**config.mk**
```make
export PLATFORM = sky130hd
export DESIGN_NAME = escaped_frame_receiver_checksum_core_flat
export DESIGN_NICKNAME = d
export VERILOG_FILES = /design/src/rtl/efrc_pkg.sv /design/src/rtl/efrc_if.sv /design/src/rtl/escaped_frame_receiver_checksum_core.sv /design/src/flat_wrapper.sv
export VERILOG_INCLUDE_DIRS = /design/src /design/src/rtl
export SDC_FILE = /design/constraint.sdc
export NUM_CORES = 1
export LEC_CHECK = 0
export ABC_AREA = 1
export ABC_CLOCK_PERIOD_IN_PS = 2100
export BUFFER_PORTS_ARGS = -buffer_cell sky130_fd_sc_hd__buf_2
export CORE_ASPECT_RATIO = 0.75
export CORE_MARGIN = 3
export CORE_UTILIZATION = 60
export CTS_CLUSTER_DIAMETER = 50
export DETAILED_ROUTE_END_ITERATION = 12
export GPL_ROUTABILITY_DRIVEN = 0
export MAX_ROUTING_LAYER = met4
export PLACE_DENSITY = 0.82
export REMOVE_ABC_BUFFERS = 1
export SLEW_MARGIN = 10
export SYNTH_ARGS = -nofsm -noshare
export SYNTH_HDL_FRONTEND = slang
export SYNTH_SLANG_ARGS = --single-unit
export TNS_END_PERCENT = 20
```
**constraint.sdc**
```tcl
create_clock -name clk_i -period 2.1 [get_ports clk_i]
set_input_delay 0.315 -clock clk_i [delete_from_list [all_inputs] [get_ports clk_i]]
set_output_delay 0.315 -clock clk_i [all_outputs]
set_load 0.05 [all_outputs]
```
**src/rtl/escaped_frame_receiver_checksum_core_defines.svh**
```systemverilog
// Assertion macros for the escaped frame receiver checksum core.
// Header only; included by files that carry concurrent assertions.
`ifndef ESCAPED_FRAME_RECEIVER_CHECKSUM_CORE_DEFINES_SVH
`define ESCAPED_FRAME_RECEIVER_CHECKSUM_CORE_DEFINES_SVH

// Same-cycle implication, sampled on the rising clock, off during reset.
`define EFRC_ASSERT_NOW(lbl, clk, rst_n, ante, cons) \
  lbl: assert property (@(posedge clk) disable iff (!rst_n) (ante) |-> (cons)) \
    else $error("efrc assertion failed");

// Next-cycle implication.
`define EFRC_ASSERT_NEXT(lbl, clk, rst_n, ante, cons) \
  lbl: assert property (@(posedge clk) disable iff (!rst_n) (ante) |=> (cons)) \
    else $error("efrc assertion failed");

`endif

```
**src/rtl/efrc_pkg.sv**
```systemverilog
// Package for the escaped frame receiver checksum core.
// Framing codes, limits, status codes and the result record; no dependencies.
`timescale 1ns / 1ps
`default_nettype none

package efrc_pkg;

  // Largest number of decoded bytes a frame may hold.
  localparam int unsigned MaxFrame = 256;

  localparam int unsigned LenW   = 9;
  localparam int unsigned CntReq = $clog2(MaxFrame + 1);
  localparam int unsigned CntW   = (CntReq > LenW) ? CntReq : LenW;
  localparam int unsigned LenMax = (1 << LenW) - 1;

  localparam logic [7:0] StartByte = 8'h7E;
  localparam logic [7:0] EndByte   = 8'hFF;
  localparam logic [7:0] EscByte   = 8'h8C;
  localparam logic [7:0] EscStart  = 8'h81;
  localparam logic [7:0] EscEnd    = 8'h00;
  localparam logic [7:0] EscEsc    = 8'h73;

  typedef enum logic [2:0] {
    StGood     = 3'd0,
    StShort    = 3'd1,
    StBadSum   = 3'd2,
    StAddr     = 3'd3,
    StOverflow = 3'd4
  } status_e;

  typedef enum logic {
    KindData   = 1'b0,
    KindStatus = 1'b1
  } kind_e;

  typedef struct packed {
    kind_e             kind;
    logic [7:0]        data_byte;
    status_e           status;
    logic [LenW-1:0]   frame_length;
  } result_t;

endpackage

`default_nettype wire

```
**src/rtl/efrc_if.sv**
```systemverilog
// Valid/ready channel interfaces for the escaped frame receiver core.
// Depends on efrc_pkg for the length width.
`timescale 1ns / 1ps
`default_nettype none

interface efrc_rx_if;
  logic       valid;
  logic       ready;
  logic [7:0] rx_byte;

  modport source (output valid, output rx_byte, input ready);
  modport sink   (input valid, input rx_byte, output ready);
endinterface

interface efrc_res_if import efrc_pkg::*; ();
  logic            valid;
  logic            ready;
  logic            kind;
  logic [7:0]      data_byte;
  logic [2:0]      status;
  logic [LenW-1:0] frame_length;

  modport source (output valid, output kind, output data_byte, output status,
                  output frame_length, input ready);
  modport sink   (input valid, input kind, input data_byte, input status,
                  input frame_length, output ready);
endinterface

`default_nettype wire

```
**src/rtl/escaped_frame_receiver_checksum_core.sv**
```systemverilog
// Channel   | Dir | Payload                                   | Handshake
// rx_i      | in  | rx_byte[7:0]                              | valid/ready
// res_o     | out | kind, data_byte, status, frame_length[8:0] | valid/ready
// cfg       | in  | cfg_wdata_i[7:0] (own address)            | cfg_we_i
//
// One item per cycle while rx_i.ready is high: each raw byte is decoded, checked
// and folded into the frame state in the cycle it is taken; its result, if any,
// lands in the output register. rx_i.ready drops only while a result sits in
// the output register and res_o.ready is low. Reset is asynchronous, active low,
// and leaves the block outside a frame with the own address at zero.
`timescale 1ns / 1ps
`default_nettype none
`include "escaped_frame_receiver_checksum_core_defines.svh"

module escaped_frame_receiver_checksum_core import efrc_pkg::*; (
  input  wire logic       clk_i,
  input  wire logic       rst_ni,
  efrc_rx_if.sink         rx_i,
  efrc_res_if.source      res_o,
  input  wire logic       cfg_we_i,
  input  wire logic [7:0] cfg_wdata_i
);

  logic            in_frame_q, in_frame_d;
  logic            esc_q, esc_d;
  logic [CntW-1:0] count_q, count_d;
  logic [15:0]     sum_q, sum_d;
  logic [15:0]     last_q, last_d;
  logic [7:0]      first_q, first_d;
  logic [7:0]      own_addr_q;

  logic            out_valid_q, out_valid_d;
  result_t         out_q, out_d;

  logic            accept;
  logic [7:0]      b;
  logic            keep;
  logic [7:0]      dec;
  logic            emit;
  result_t         res;
  status_e         end_st;
  logic [LenW-1:0] len_sat;

  assign rx_i.ready = !out_valid_q || res_o.ready;
  assign accept     = rx_i.valid && rx_i.ready;
  assign b          = rx_i.rx_byte;

  assign len_sat = (count_q > CntW'(LenMax)) ? LenW'(LenMax) : count_q[LenW-1:0];

  // Checksum is sent low byte first; it is tested before the address.
  always_comb begin
    if (count_q < CntW'(3)) begin
      end_st = StShort;
    end else if (last_q[15:8] != sum_q[7:0] || last_q[7:0] != sum_q[15:8]) begin
      end_st = StBadSum;
    end else if (first_q != own_addr_q) begin
      end_st = StAddr;
    end else begin
      end_st = StGood;
    end
  end

  always_comb begin
    in_frame_d = in_frame_q;
    esc_d      = esc_q;
    count_d    = count_q;
    sum_d      = sum_q;
    last_d     = last_q;
    first_d    = first_q;
    emit       = 1'b0;
    keep       = 1'b0;
    dec        = b;
    res        = '{kind: KindData, data_byte: 8'h00, status: StGood,
                   frame_length: '0};

    if (accept) begin
      if (b == StartByte) begin
        in_frame_d = 1'b1;
        esc_d      = 1'b0;
        count_d    = '0;
        sum_d      = '0;
        last_d     = '0;
        first_d    = '0;
      end else if (in_frame_q) begin
        if (count_q >= CntW'(MaxFrame)) begin
          emit       = 1'b1;
          res.kind   = KindStatus;
          res.status = StOverflow;
          res.frame_length = len_sat;
        end else if (esc_q && b == EscStart) begin
          keep = 1'b1;
          dec  = StartByte;
        end else if (esc_q && b == EscEnd) begin
          keep = 1'b1;
          dec  = EndByte;
        end else if (esc_q && b == EscEsc) begin
          keep = 1'b1;
          dec  = EscByte;
        end else if (b != EscByte && b != EndByte) begin
          keep = 1'b1;
        end else if (b == EndByte) begin
          emit       = 1'b1;
          res.kind   = KindStatus;
          res.status = end_st;
          res.frame_length = len_sat;
        end

        if (emit) begin
          // frame closed: overflow or end byte
          in_frame_d = 1'b0;
          esc_d      = 1'b0;
          count_d    = '0;
          sum_d      = '0;
          last_d     = '0;
          first_d    = '0;
        end else begin
          esc_d = (b == EscByte);
        end

        if (keep) begin
          emit          = 1'b1;
          res.data_byte = dec;
          // bytes older than the last two go into the sum
          if (count_q >= CntW'(2)) begin
            sum_d = sum_q + {8'h00, last_q[15:8]};
          end
          last_d = {last_q[7:0], dec};
          if (count_q == '0) begin
            first_d = dec;
          end
          count_d = count_q + CntW'(1);
        end
      end
    end
  end

  always_comb begin
    out_valid_d = out_valid_q;
    out_d       = out_q;
    if (rx_i.ready) begin
      out_valid_d = emit;
      out_d       = res;
    end
  end

  always_ff @(posedge clk_i or negedge rst_ni) begin
    if (!rst_ni) begin
      in_frame_q  <= 1'b0;
      esc_q       <= 1'b0;
      count_q     <= '0;
      sum_q       <= '0;
      last_q      <= '0;
      first_q     <= '0;
      own_addr_q  <= '0;
      out_valid_q <= 1'b0;
    end else begin
      in_frame_q  <= in_frame_d;
      esc_q       <= esc_d;
      count_q     <= count_d;
      sum_q       <= sum_d;
      last_q      <= last_d;
      first_q     <= first_d;
      out_valid_q <= out_valid_d;
      if (cfg_we_i) begin
        own_addr_q <= cfg_wdata_i;
      end
    end
  end

  always_ff @(posedge clk_i) begin
    out_q <= out_d;
  end

  assign res_o.valid        = out_valid_q;
  assign res_o.kind         = out_q.kind;
  assign res_o.data_byte    = out_q.data_byte;
  assign res_o.status       = out_q.status;
  assign res_o.frame_length = out_q.frame_length;

  `EFRC_ASSERT_NOW(a_stall_blocks_rx, clk_i, rst_ni, res_o.valid && !res_o.ready, !rx_i.ready)
  `EFRC_ASSERT_NOW(a_idle_state_clear, clk_i, rst_ni, !in_frame_q, count_q == '0 && sum_q == '0)
  `EFRC_ASSERT_NOW(a_count_limit, clk_i, rst_ni, in_frame_q, count_q <= CntW'(MaxFrame))
  `EFRC_ASSERT_NOW(a_data_fields_zero, clk_i, rst_ni, res_o.valid && res_o.kind == KindData, res_o.status == StGood && res_o.frame_length == '0)
  `EFRC_ASSERT_NEXT(a_start_opens, clk_i, rst_ni, accept && b == StartByte, in_frame_q && count_q == '0 && !out_valid_q)

endmodule

`default_nettype wire
```
**src/flat_wrapper.sv**
```systemverilog
// flat-port wrapper written by rule: the top's interface ports become plain ports
module escaped_frame_receiver_checksum_core_flat import efrc_pkg::*;
  (clk_i, rst_ni, cfg_we_i, cfg_wdata_i, rx_i_valid, rx_i_rx_byte, rx_i_ready, res_o_valid, res_o_kind, res_o_data_byte, res_o_status, res_o_frame_length, res_o_ready);
  efrc_rx_if rx_i_i ();
  efrc_res_if res_o_i ();
  input  wire logic clk_i;
  input  wire logic rst_ni;
  input  wire logic cfg_we_i;
  input  wire logic [7:0] cfg_wdata_i;
  input wire logic [$bits(rx_i_i.valid)-1:0] rx_i_valid;
  input wire logic [$bits(rx_i_i.rx_byte)-1:0] rx_i_rx_byte;
  output wire logic [$bits(rx_i_i.ready)-1:0] rx_i_ready;
  output wire logic [$bits(res_o_i.valid)-1:0] res_o_valid;
  output wire logic [$bits(res_o_i.kind)-1:0] res_o_kind;
  output wire logic [$bits(res_o_i.data_byte)-1:0] res_o_data_byte;
  output wire logic [$bits(res_o_i.status)-1:0] res_o_status;
  output wire logic [$bits(res_o_i.frame_length)-1:0] res_o_frame_length;
  input wire logic [$bits(res_o_i.ready)-1:0] res_o_ready;
  assign rx_i_i.valid = rx_i_valid;
  assign rx_i_i.rx_byte = rx_i_rx_byte;
  assign rx_i_ready = rx_i_i.ready;
  assign res_o_valid = res_o_i.valid;
  assign res_o_kind = res_o_i.kind;
  assign res_o_data_byte = res_o_i.data_byte;
  assign res_o_status = res_o_i.status;
  assign res_o_frame_length = res_o_i.frame_length;
  assign res_o_i.ready = res_o_ready;
  escaped_frame_receiver_checksum_core u_core (.clk_i(clk_i), .rst_ni(rst_ni), .rx_i(rx_i_i), .res_o(res_o_i), .cfg_we_i(cfg_we_i), .cfg_wdata_i(cfg_wdata_i));
endmodule
```
==> results.cfg <==
[global_route]
grt.total_usage = 0.273
grt_pass1_wl_um = 19000
grt_max_degree = 61
grt_pass1_vias = 3881
antenna_found_initial = 0
grt_overflow = 0

[pwr]
p_seq_frac = 0.414
p_comb_frac = 0.338
internal-power_w = 0.00337
p_sw_frac = 0.382
p_per_area_mw_per_mm2 = 1010
switching_power_w = 0.00208
irDropWorstVdd_mv = 0.490
clkPwrFrac = 0.248
p_leak_nw = 2.86

[synth]
yosys.area_share.adder = 0.0350
avgSynthCellArea_um2 = 8.19
synth-compound-area-share = 0.0695
synthMuxAreaShare = 0.0162
syn-cell-area_mm2 = 0.00486
yosysWarnings = 0
synthCells = 594
synthTopCellsByCount = 181 x nand2_1, 60 x dfrtp_1, 59 x inv_1, 59 x nor2_1, 38 x nand3_1
synth.most_common_cell = nand2_1
yosysUniqueCellTypes = 44
yosys.area.top_type = dfrtp_1
synth_flop_cell = dfrtp_1
synth-simple-area-share = 0.324
synth_seq_area_share = 0.438
ys_ff_latch = 81
synth_top_area_share = 0.309
async_reset_ff_frac = 0.741
synth_xor_area_frac = 0.0378
synth_top_family_by_area = simple AND/OR/NAND/NOR gates
synth_edf_count = 21
ys_top_cells_by_area = dfrtp_1 31%, nand2_1 14%, edfxtp_1 13%, inv_1 4.6%, nor2_1 4.6%

[routing]
vias = 4202
drt-total-wl_um = 11600
ant_nets = 0
drt_iter0_markers = 368
drt-pass1-iter-count = 7
vias_per_cell = 5.61
drc = 0
wl_per_cell_um = 15.4

[floorplan]
placementRows = 27
ios = 44
fp.dieH_um = 84.0
coreArea_mm2 = 0.00760
die_area_mm2 = 0.00923
initial_utilization = 0.640
die_w_um = 110

[timing]
fmax_mhz = 506
finalCritPeriodShare = 0.942
rsz0062_at_grt = false
fin_crit_ns = 1.98
setup_viol = 0
finalSetupTns_ns = 0
relSlewSlack = 0.603
hold_viol = 0
skew_ns = 0.0126
slew_violations = 0
tightest_slew_ns = 0.589

[cells_and_area]
layout-area-overhead-vs-synth_pct = 11.4
final_nets = 677
drive_gt1_frac = 0.204
final_util = 0.713
insertedDiodeCount = 0
fill_cells = 592

[place]
dp_hpwl_um = 8560
io_buffer_count = 43

[cts]
path_clk_slew_ns = 0.08
cts_made_buffers = 9
ctsLongestPathBuffers = 2
clock-sinks = 81
clock_latency_ns = 0.36
cts_setup_buffers = 0
htreeDepth = 3
cts_tree = yes
cts_root_buf = clkbuf_8

[hold_path]
hold_class = input pin to flop

[critical_path]
critical_path_required_ns = 2.34
path_class = flop to flop
cp-end-kind = flop
crit_arrival_ns = 2.22
startpoint_type = flop
crit_fanout = 4

[flow_run]
max_cap_viol_count = 0

[status]
outcome = completed
[registers in the layout (all words and copies together), names as in the netlist, 3 cells and up]
name / count
u_core.count_q: 9
u_core.first_q: 8
u_core.last_q: 16
u_core.own_addr_q: 8
u_core.res_o.data_byte: 8
u_core.res_o.frame_length: 9
u_core.res_o.status: 3
u_core.sum_q: 16
[stage by stage]
step	instances	hold slack [ns]	instance area, um^2	power [W]	worst slack (ns)
floorplan	583	0.0194	4770	0.00358	0.0645
global placement	732	0.346	5160	0.00397	0.282
detailed placement	732	0.348	5160	0.00404	0.248
CTS	749	0.175	5400	0.00539	0.150
global route	749	0.181	5420	0.00578	0.0292
finish	749	0.178	5420	0.00545	0.122
[final timing paths]
| check | end | from | depth (start not counted) | slack, ns |
|---|---|---|---|---|
| min reg2reg | u_core.last_q[2] | u_core.last_q[2] | 2 | 0.49 |
| max in group asynchronous | u_core.count_q[1] | rst_ni | 3 | 1.31 |
| min | u_core.own_addr_q[0] | cfg_wdata_i[0] | 3 | 0.18 |
| max | u_core.sum_q[8] | u_core.last_q[8] | 11 | 0.12 |
| max reg2reg | u_core.sum_q[8] | u_core.last_q[8] | 11 | 0.12 |
| min in group asynchronous | u_core.own_addr_q[3] | rst_ni | 3 | 0.49 |
[routing by layer]
layer / vias to the layer above / track usage / wire length (um) / share of wire
met5: - / - / 0 / 0
met4: 0 / 0.0668 / 211 / 0.018
met3: 32 / 0.0626 / 1010 / 0.087
met2: 234 / 0.405 / 5220 / 0.45
met1: 1948 / 0.380 / 5120 / 0.44
li1: 1988 / - / - / -
[power groups by stage]
stage          Combinational (W)  Sequential, W  Clock (W)
2_1_floorplan            0.00131        0.00227          0
3_3_place_gp             0.00172        0.00224          0
3_5_place_dp             0.00178        0.00226          0
4_1_cts                  0.00180        0.00223    0.00135
5_1_grt                  0.00206        0.00229    0.00142
6_report                 0.00184        0.00226    0.00135
[area by class of cell]
cell class              count  area [um^2]  share of cell area
well taps                 101          126              0.0233
repair buffers             49          275              0.0508
clock inverters             6          108              0.0199
inverters                  75          285              0.0526
multi-input cells         427         2370               0.437
flip-flops and latches     81         2130               0.393
clock buffers              10          128              0.0235
[cells by family after synthesis]
group	count (synthesis)
simple gates	331
compound gates	55
flops	81
buf+inv	86
fa+ha+maj	13
xor+xnor	21
mux	7
[what timing repair did]
item                                   CTS  global route
setup endpoints to repair                0             3
hold buffers                             1             0
endpoints found under the hold margin   60             0
resized for setup                        0             3
[critical path, stage by stage, from the launching register on]
cell and delay [ns]:
dfrtp_1 0.41, ha_4 0.18, inv_1 0.05, fa_1 0.41, inv_1 0.13, nand3_1 0.08
nand3_1 0.11, nand2_1 0.09, nand2_1 0.12, nand3_1 0.11, nand3b_1 0.11, nand2_1 0.05
[layout by cell type, fill, tap and decap left out, drive strengths merged]
cell / instances
a21boi: 1
a21oi: 10
a31oi: 2
buf: 48
bufinv: 3
clkbuf: 10
clkinv: 4
dfrtp: 60
dlygate4sd3: 1
edfxtp: 21
fa: 1
ha: 12
inv: 74
mux2: 7
nand2: 201
nand3: 40
nand3b: 2
nand4: 8
nor2: 73
nor3: 6
o211ai: 1
o21ai: 37
o21bai: 1
o22ai: 2
o31ai: 1
or2: 1
xnor2: 6
xor2: 15
Note: power is estimated with default switching activity, not from simulation.
